==> config.mk <==
export PLATFORM = sky130hd
export DESIGN_NAME = sbus_frame_receiver_top
export DESIGN_NICKNAME = d
export VERILOG_FILES = /design/src/rtl/sfr_pkg.sv /design/src/rtl/sbus_frame_receiver_top.sv
export SDC_FILE = /design/constraint.sdc
export NUM_CORES = 1
export LEC_CHECK = 0
export BUFFER_PORTS_ARGS = -buffer_cell sky130_fd_sc_hd__buf_2
export CAP_MARGIN = 20
export CORE_MARGIN = 2
export CORE_UTILIZATION = 35
export DETAILED_ROUTE_END_ITERATION = 6
export HOLD_SLACK_MARGIN = 0.03
export SKIP_CTS_REPAIR_TIMING = 1
export SLEW_MARGIN = 15
export SYNTH_ARGS = -nofsm -noshare
export SYNTH_HDL_FRONTEND = slang
export SYNTH_SLANG_ARGS = --single-unit
==> constraint.sdc <==
create_clock -name clk -period 10.1 [get_ports clk]
set_clock_uncertainty 0.15 [all_clocks]
set_input_delay 2.525 -clock clk [delete_from_list [all_inputs] [get_ports clk]]
set_output_delay 2.525 -clock clk [all_outputs]
set_load 0.01 [all_outputs]
==> src/rtl/sfr_pkg.sv <==
// Constants, types and helpers for the frame receiver
package sfr_pkg;

  localparam int FRAME_BYTES   = 25;
  localparam int CHANNEL_COUNT = 16;
  localparam int CH_BITS       = 11;
  localparam int IDX_W         = $clog2(FRAME_BYTES);
  localparam int CH_W          = $clog2(CHANNEL_COUNT);
  localparam int NBITS_W       = 5;
  localparam int ACC_W         = CH_BITS + 8;

  typedef logic [7:0]          byte_t;
  typedef logic [IDX_W-1:0]    idx_t;
  typedef logic [CH_W-1:0]     ch_t;
  typedef logic [NBITS_W-1:0]  nbits_t;
  typedef logic [ACC_W-1:0]    acc_t;

  localparam byte_t HDR_BYTE  = 8'h0F;
  localparam idx_t  FIRST_POS = idx_t'(1);
  localparam idx_t  FLAG_POS  = idx_t'(23);
  localparam idx_t  FOOT_POS  = idx_t'(FRAME_BYTES - 1);
  localparam ch_t   LAST_CH   = ch_t'(CHANNEL_COUNT - 1);

  function automatic logic footer_ok(input byte_t f);
    return (f == 8'h00) || (f[3:0] == 4'h4);
  endfunction

endpackage

==> src/rtl/sbus_frame_receiver_top.sv <==
// Frame receiver: gathers 25-byte frames and unpacks 16 11-bit channels
//
// Bytes enter one per item on rx_*. Outside a frame a byte is taken in the
// cycle it is offered. When the 25th byte arrives the block drops rx_ready
// and runs one sequence over the 25-entry frame memory (one read port,
// registered data): a good frame first fetches the flag byte, then fetches
// bytes 1..22 one at a time into a 19-bit accumulator and emits a channel
// whenever 11 bits are held, until all 16 results are out; a frame with a
// bad footer instead scans stored bytes 1..24, moving the tail that starts at
// the next header byte to the front of the memory. Results leave through an
// output register, so a result may wait on ch_ready while the block already
// takes the next byte.
module sbus_frame_receiver_top (
  input  logic                   clk,
  input  logic                   rst,
  input  logic                   rx_valid,
  output logic                   rx_ready,
  input  logic [7:0]             rx_byte,
  output logic                   ch_valid,
  input  logic                   ch_ready,
  output logic [3:0]             channel_index,
  output logic [10:0]            channel_value,
  output logic                   digital_ch17,
  output logic                   digital_ch18,
  output logic                   frame_lost_flag,
  output logic                   failsafe_flag,
  output logic                   last_channel
);

  localparam logic [1:0] S_IDLE   = 2'd0;
  localparam logic [1:0] S_FLAG   = 2'd1;
  localparam logic [1:0] S_UNPACK = 2'd2;
  localparam logic [1:0] S_SCAN   = 2'd3;

  logic [1:0]      state;
  sfr_pkg::idx_t   count;
  sfr_pkg::idx_t   rd_addr;
  sfr_pkg::idx_t   rd_tag;
  logic            rd_ok;
  sfr_pkg::byte_t  rdata;
  logic            found;
  sfr_pkg::idx_t   wptr;
  sfr_pkg::acc_t   acc;
  sfr_pkg::nbits_t nbits;
  sfr_pkg::ch_t    ch;
  logic [3:0]      flags;

  sfr_pkg::byte_t  mem [sfr_pkg::FRAME_BYTES];

  logic            rx_take;
  logic            store_byte;
  logic            scan_hit;
  logic            slot_free;
  logic            emit;
  logic            append;
  logic            mem_we;
  sfr_pkg::idx_t   mem_waddr;
  sfr_pkg::byte_t  mem_wdata;
  sfr_pkg::idx_t   wptr_next;

  assign rx_ready   = (state == S_IDLE);
  assign rx_take    = rx_valid && rx_ready;
  assign store_byte = rx_take && ((count != '0) || (rx_byte == sfr_pkg::HDR_BYTE));
  assign scan_hit   = (state == S_SCAN) && rd_ok && (found || (rdata == sfr_pkg::HDR_BYTE));
  assign slot_free  = !ch_valid || ch_ready;
  assign emit       = (state == S_UNPACK) && (nbits >= sfr_pkg::nbits_t'(sfr_pkg::CH_BITS))
                      && slot_free;
  assign append     = (state == S_UNPACK) && (nbits < sfr_pkg::nbits_t'(sfr_pkg::CH_BITS))
                      && rd_ok;
  assign wptr_next  = found ? wptr + sfr_pkg::idx_t'(1) : sfr_pkg::idx_t'(1);

  always_comb begin
    mem_we    = 1'b0;
    mem_waddr = count;
    mem_wdata = rx_byte;
    priority if (store_byte) begin
      mem_we = 1'b1;
    end else if (scan_hit) begin
      // move the tail down: the header lands at entry 0
      mem_we    = 1'b1;
      mem_waddr = found ? wptr : '0;
      mem_wdata = rdata;
    end
  end

  always_ff @(posedge clk) begin
    if (mem_we) begin
      mem[mem_waddr] <= mem_wdata;
    end
    rdata  <= mem[rd_addr];
    rd_tag <= rd_addr;
  end

  always_ff @(posedge clk) begin
    if (rst) begin
      state    <= S_IDLE;
      count    <= '0;
      rd_addr  <= '0;
      rd_ok    <= 1'b0;
      found    <= 1'b0;
      wptr     <= '0;
      ch_valid <= 1'b0;
    end else begin
      if (ch_valid && ch_ready && !emit) begin
        ch_valid <= 1'b0;
      end
      unique case (state)
        S_IDLE: begin
          if (store_byte) begin
            if (count == sfr_pkg::FOOT_POS) begin
              count <= '0;
              rd_ok <= 1'b0;
              if (sfr_pkg::footer_ok(rx_byte)) begin
                state   <= S_FLAG;
                rd_addr <= sfr_pkg::FLAG_POS;
              end else begin
                state   <= S_SCAN;
                rd_addr <= sfr_pkg::FIRST_POS;
                found   <= 1'b0;
              end
            end else begin
              count <= count + sfr_pkg::idx_t'(1);
            end
          end
        end
        S_FLAG: begin
          if (rd_ok) begin
            flags   <= rdata[3:0];
            rd_addr <= sfr_pkg::FIRST_POS;
            rd_ok   <= 1'b0;
            acc     <= '0;
            nbits   <= '0;
            ch      <= '0;
            state   <= S_UNPACK;
          end else begin
            rd_ok <= 1'b1;
          end
        end
        S_UNPACK: begin
          if (emit) begin
            ch_valid        <= 1'b1;
            channel_index   <= ch;
            channel_value   <= acc[sfr_pkg::CH_BITS-1:0];
            digital_ch17    <= flags[0];
            digital_ch18    <= flags[1];
            frame_lost_flag <= flags[2];
            failsafe_flag   <= flags[3];
            last_channel    <= (ch == sfr_pkg::LAST_CH);
            acc             <= acc >> sfr_pkg::CH_BITS;
            nbits           <= nbits - sfr_pkg::nbits_t'(sfr_pkg::CH_BITS);
            ch              <= ch + sfr_pkg::ch_t'(1);
            rd_ok           <= 1'b1;
            if (ch == sfr_pkg::LAST_CH) begin
              state <= S_IDLE;
            end
          end else if (append) begin
            acc     <= acc | (sfr_pkg::acc_t'(rdata) << nbits);
            nbits   <= nbits + sfr_pkg::nbits_t'(8);
            rd_addr <= rd_addr + sfr_pkg::idx_t'(1);
            rd_ok   <= 1'b0;
          end else begin
            rd_ok <= 1'b1;
          end
        end
        S_SCAN: begin
          rd_ok <= 1'b1;
          if (rd_addr != sfr_pkg::FOOT_POS) begin
            rd_addr <= rd_addr + sfr_pkg::idx_t'(1);
          end
          if (scan_hit) begin
            found <= 1'b1;
            wptr  <= wptr_next;
          end
          if (rd_ok && (rd_tag == sfr_pkg::FOOT_POS)) begin
            count <= scan_hit ? wptr_next : '0;
            state <= S_IDLE;
          end
        end
        default: begin
          state <= S_IDLE;
        end
      endcase
    end
  end

endmodule

Word level (Yosys, flattened, before mapping)
Memories as Yosys holds them, arrays and structs flattened. A register that Yosys moved wholly into a read port is not among the register bits.
Index checks and enable logic that the tools add are counted.
- flip-flop bits (word level): 77
- bits in writable memories: 200
- output and inout bits: 22
- memories kept: 1
- add/sub/neg operators: 6
- magnitude comparators: 2
- equal/unequal tests: 22
- shift operators: 1
- muxes and demuxes: 56
- bitwise logic cells: 2
- reduce and logical (&&, ||, !) cells: 32
- memory list (memory ; depth ; bits a word ; rd ports ; clocked after Yosys merged registers in ; wr ports ; line ; RTL):
    mem ; 25 ; 8 ; 1 ; 1 ; 1 ; sbus_frame_receiver_top.sv:48 ; sfr_pkg::byte_t mem [sfr_pkg::FRAME_BYTES];
- operators by type and width (operator ; number):
    5-bit 2-to-1 mux ; 18
    19-bit 2-to-1 mux ; 3
    19-bit one-hot mux with 2 select lines ; 1
    5-bit one-hot mux with 2 select lines ; 2
    5-bit one-hot mux with 4 select lines ; 1
    19-bit bitwise OR ; 1
    8-bit by 5-bit << shifter with 19-bit output ; 1
    8-bit by 4-bit equality test with 1-bit output (second input constant) ; 2
    1-bit 2-to-1 mux ; 16
    8-bit 2-to-1 mux ; 2
    5-bit by 1-bit adder with 5-bit output (second input constant) ; 3
    2-bit 2-to-1 mux ; 7
    2-bit inequality test (second input constant) ; 6
    6-bit AND reduction ; 2
    1-bit logical AND ; 11
    5-bit equality test (second input constant) ; 2
    2-bit by 1-bit inequality test with 1-bit output (second input constant) ; 5
    3-bit AND reduction ; 3
    8-bit logical NOT ; 1
    4-bit 2-to-1 mux ; 2
    2-bit one-hot mux with 4 select lines ; 1
    4-bit one-hot mux with 2 select lines ; 1
    4-bit AND reduction ; 2
    5-bit by 4-bit adder with 5-bit output (second input constant) ; 1
    other kinds (20) ; 27

Longest topological paths before layout
- word-level depth: 8
- gate-level depth with buffers: 10
- gate-level depth less buffers: 7

Worst setup path after synthesis
Ideal clock, no wire load.
- path kind: in2reg
- start: input ch_ready
- end: register acc[0] (enable)
- setup time: 0.413 ns
- arrival time: 4.434 ns
- data required time: 9.537 ns
- slack: 5.103 ns
- stages: 6
- path through: nand2b_1 o31ai_1 or2_1 buf_2 buf_2 a21oi_1
- longest elaborated chain between the ends: 4
- ends and longest elaborated chain (item ; line ; RTL):
    start: declaration ; sbus_frame_receiver_top.sv:20 ; input logic ch_ready,
    1-bit logical OR ; sbus_frame_receiver_top.sv:65 ; assign slot_free = !ch_valid || ch_ready;
    1-bit logical AND ; sbus_frame_receiver_top.sv:67 ; && slot_free;
    3-bit inequality test (no line) ; - ;
    4-bit AND reduction (no line) ; - ;
    end signal: assignment ; sbus_frame_receiver_top.sv:149 ; acc <= acc >> sfr_pkg::CH_BITS;
    end signal: assignment ; sbus_frame_receiver_top.sv:157 ; acc <= acc | (sfr_pkg::acc_t'(rdata) << nbits);
    end: declaration ; sbus_frame_receiver_top.sv:43 ; sfr_pkg::acc_t acc;
Every way passes these cells.
A chain may end at the register's enable or synchronous reset.

Worst setup path in the final report
- start: input rx_byte[5]
- end: memory mem[3][2] (netlist bit) (enable)
- longest elaborated chain between the ends: 6
- ends and longest elaborated chain (item ; line ; RTL):
    start: declaration ; sbus_frame_receiver_top.sv:18 ; input logic [7:0] rx_byte,
    8-bit by 4-bit equality test with 1-bit output * ; sbus_frame_receiver_top.sv:63 ; assign store_byte = rx_take && ((count != '0) || (rx_byte == sfr_pkg::HDR_BYTE));
    1-bit logical OR * ; sbus_frame_receiver_top.sv:63 ;
    1-bit logical AND * ; sbus_frame_receiver_top.sv:63 ;
    1-bit 2-to-1 mux ; sbus_frame_receiver_top.sv:76 ; priority if (store_byte) begin
    1-bit 2-to-1 mux ; sbus_frame_receiver_top.sv:87 ; if (mem_we) begin
    1-bit 2-to-1 mux (not written as such) ; sbus_frame_receiver_top.sv:88 ; mem[mem_waddr] <= mem_wdata;
    end: declaration ; sbus_frame_receiver_top.sv:48 ;
Every way passes the cells marked *; elsewhere a longest branch is shown, timed or not.

==> results.json <==
{
  "status": "finished, final reports clean",
  "synthTopCellsByArea": "edfxtp_1, mux4_2, dfxtp_1",
  "relSlewSlack": 0.329,
  "hp-class": "flip-flop to flip-flop",
  "cts_made_buffers": 29,
  "hpwl_mm": 16.8,
  "fmax_ghz": 0.217,
  "h-tree-depth": 1,
  "period_needed_ps": 4610,
  "insertion_delay_ps": 560,
  "worst-slew-pin-transition_ps": 1010,
  "ys_ff_latch": 285,
  "grt_usage": 0.144,
  "start_kind": "input port",
  "critPathRequiredTime_ps": 10130,
  "drv_slew": 0,
  "cts-root-buf": "clkbuf_16",
  "ios": 34,
  "regArea_mm2": 0.00823,
  "dpl-instance-area_mm2": 0.0127,
  "cts.sink_count": 285,
  "viasPerCell": 5.28,
  "grt_pass1_vias": 6551,
  "fillers": 3113,
  "setup_violations": 0,
  "first_iter_violations": 691,
  "ant_nets": 0,
  "grt_pass1_wl_mm": 40.4,
  "final_cell_mix": "edfxtp_1, nor2_1, mux4_2",
  "post-route-period-util": 0.456,
  "arrival_ps": 4640,
  "final_common_cell": "edfxtp_1",
  "synth_cells": 760,
  "synth_warnings": 0,
  "yosysSeqAreaShare": 0.677,
  "critical_path_peak_fanout": 8,
  "crit_type": "input port to flip-flop",
  "synth.distinct_cells": 68,
  "finalNonFillerCells": 1261,
  "synth_nets": 780,
  "cts_tree": "yes",
  "synthFlopType": "edfxtp_1",
  "leakage_nw": 4.32,
  "syn_avg_cell_area_um2": 16.0,
  "rows": 68,
  "powerDensity_mw_per_mm2": 179,
  "grt_use_met2": 0.224,
  "die_area_mm2": 0.0362,
  "rsz0062_at_grt": "false",
  "vias": 6663,
  "syn_to_final_growth_pct": 12.8,
  "grt_use_met1": 0.209,
  "top_usage_layer": "met2",
  "yosysTopAreaCell": "edfxtp_1",
  "fp.dieW_um": 190,
  "use_met3": 0.0261,
  "nets": 804,
  "syn_area_mm2": 0.0122,
  "layout-drive-gt1-share": 0.216,
  "cap_violations": 0,
  "final-hold-violation-count": 0,
  "crit_path_end_kind": "flip-flop",
  "synth-edff-count": 252,
  "fp.coreArea_mm2": 0.0344,
  "synth_top_area_share": 0.623,
  "final_area_mm2": 0.0137,
  "place.port_buffers": 33,
  "clk_pin_slew_ps": 60,
  "drt_first_pass_iters": 4,
  "fin_setup_tns_ps": 0,
  "place.gp.congestion": 0.806,
  "overflow": 0,
  "async_reset_ff_frac": 0,
  "antenna_found_initial": 0,
  "wl_per_cell_um": 20.7,
  "start_util": 0.354,
  "post-route-drc-count": 0,
  "grt_max_degree": 54,
  "slowest_stage": "nor2_1",
  "crit_chain": "buf_2 > nor4_4 > a21oi_4 > o32ai_1 > nand3_1 > nor2_1",
  "die-height_um": 190,
  "peakVddDrop_uv": 112,
  "wirelength_mm": 26.1,
  "dp_cells": 1208,
  "clk_path_buf_depth": 3,
  "multiInputGateArea_mm2": 0.00367,
  "critPathMaxStageDelay_ps": 680,
  "diodes": 0
}
-- final timing paths --
path                               from  depth (start not counted)  slack, ps                         to
hold / removal       flags[2]$_DFFE_PP_                          0        270  frame_lost_flag$_DFFE_PP_
hold reg to reg      flags[2]$_DFFE_PP_                          0        270  frame_lost_flag$_DFFE_PP_
setup reg to reg  state[1]$_SDFFE_PP0P_                          5       6710        mem[9][7]$_DFFE_PP_
setup / recovery             rx_byte[5]                          6       5490        mem[3][2]$_DFFE_PP_
-- layer usage --
| layer | vias up | part of all wire |
|---|---|---|
| met5 | - | 0 |
| met4 | 0 | 0.021 |
| met3 | 39 | 0.059 |
| met2 | 191 | 0.45 |
| met1 | 3368 | 0.47 |
| li1 | 3065 | - |
-- worst max-delay path: cells and delay by family --
| kind | cells | cell delay (ps) |
|---|---|---|
| compound gates | 2 | 500 |
| buf+inv | 1 | 120 |
| simple gates | 3 | 1480 |
-- where the power goes --
part / internal, mW / leakage [nW] / total, mW / switching, mW
clock network: 0.655 / 0.480 / 1.11 / 0.456
registers: 1.28 / 2.55 / 1.29 / 0.00680
logic: 0.0186 / 1.29 / 0.0604 / 0.0418
-- through the flow --
| stage | setup WS (ps) | hold WS (ps) | utilization | total power [mW] |
|---|---|---|---|---|
| global route | 5260 | 281 | 0.399 | 2.53 |
| finish | 5490 | 269 | 0.399 | 2.46 |
| floorplan | 5100 | 176 | - | 1.35 |
| CTS | 5450 | 273 | 0.399 | 2.48 |
| detailed placement | 4860 | 258 | 0.370 | 1.37 |
| global placement | 4920 | 252 | 0.370 | 1.38 |
-- cells in the mapped netlist, types with 4 or more instances --
cell and instances:
nor2_1 58, o31ai_1 4, nand2_1 32, a31oi_1 8
a21oi_1 30, nor2b_1 7, xor2_1 4, mux4_2 52
nor3_1 14, buf_2 18, nand2b_1 10, a211oi_1 9
dfxtp_1 33, o22ai_1 11, clkbuf_1 19, o211ai_1 4
o21ai_1 6, a21o_1 8, nand3b_1 6, inv_1 12
ha_1 8, edfxtp_1 252, a221oi_1 5, nand3_1 16
mux2_4 5, mux2_2 6, mux2i_1 30, o21ai_0 26
-- layout make-up --
class | instances | share of cell area
sequential | 285 | 0.601
multi-input combinational | 419 | 0.268
clock buffer | 29 | 0.0529
tap | 455 | 0.0415
clock inverter | 24 | 0.0196
timing repair buffer | 36 | 0.0137
inverter | 13 | 0.00356
-- sequential cells by signal (all words and copies together) (netlist names), 4 cells and up --
register,count
ch,4
nbits,5
wptr,5
channel_value,11
rd_tag,5
acc,19
flags,4
rdata,8
count,5
channel_index,4
mem,200
rd_addr,5
-- cell families (layout without fill, tap and decap cells) --
logic type / count (synthesis) / after routing / share of synthesized area
buffers and inverters: 56 / 102 / 0.0210
AND/OR/NAND/NOR: 173 / 173 / 0.0765
flip-flops: 285 / 285 / 0.677
AO/OA/AOI/OAI: 136 / 136 / 0.0762
multiplexers: 95 / 95 / 0.136
adder cells (fa/ha/maj): 8 / 8 / 0.00824
XOR/XNOR: 7 / 7 / 0.00505
No activity file was read; power rests on OpenSTA's default activity.
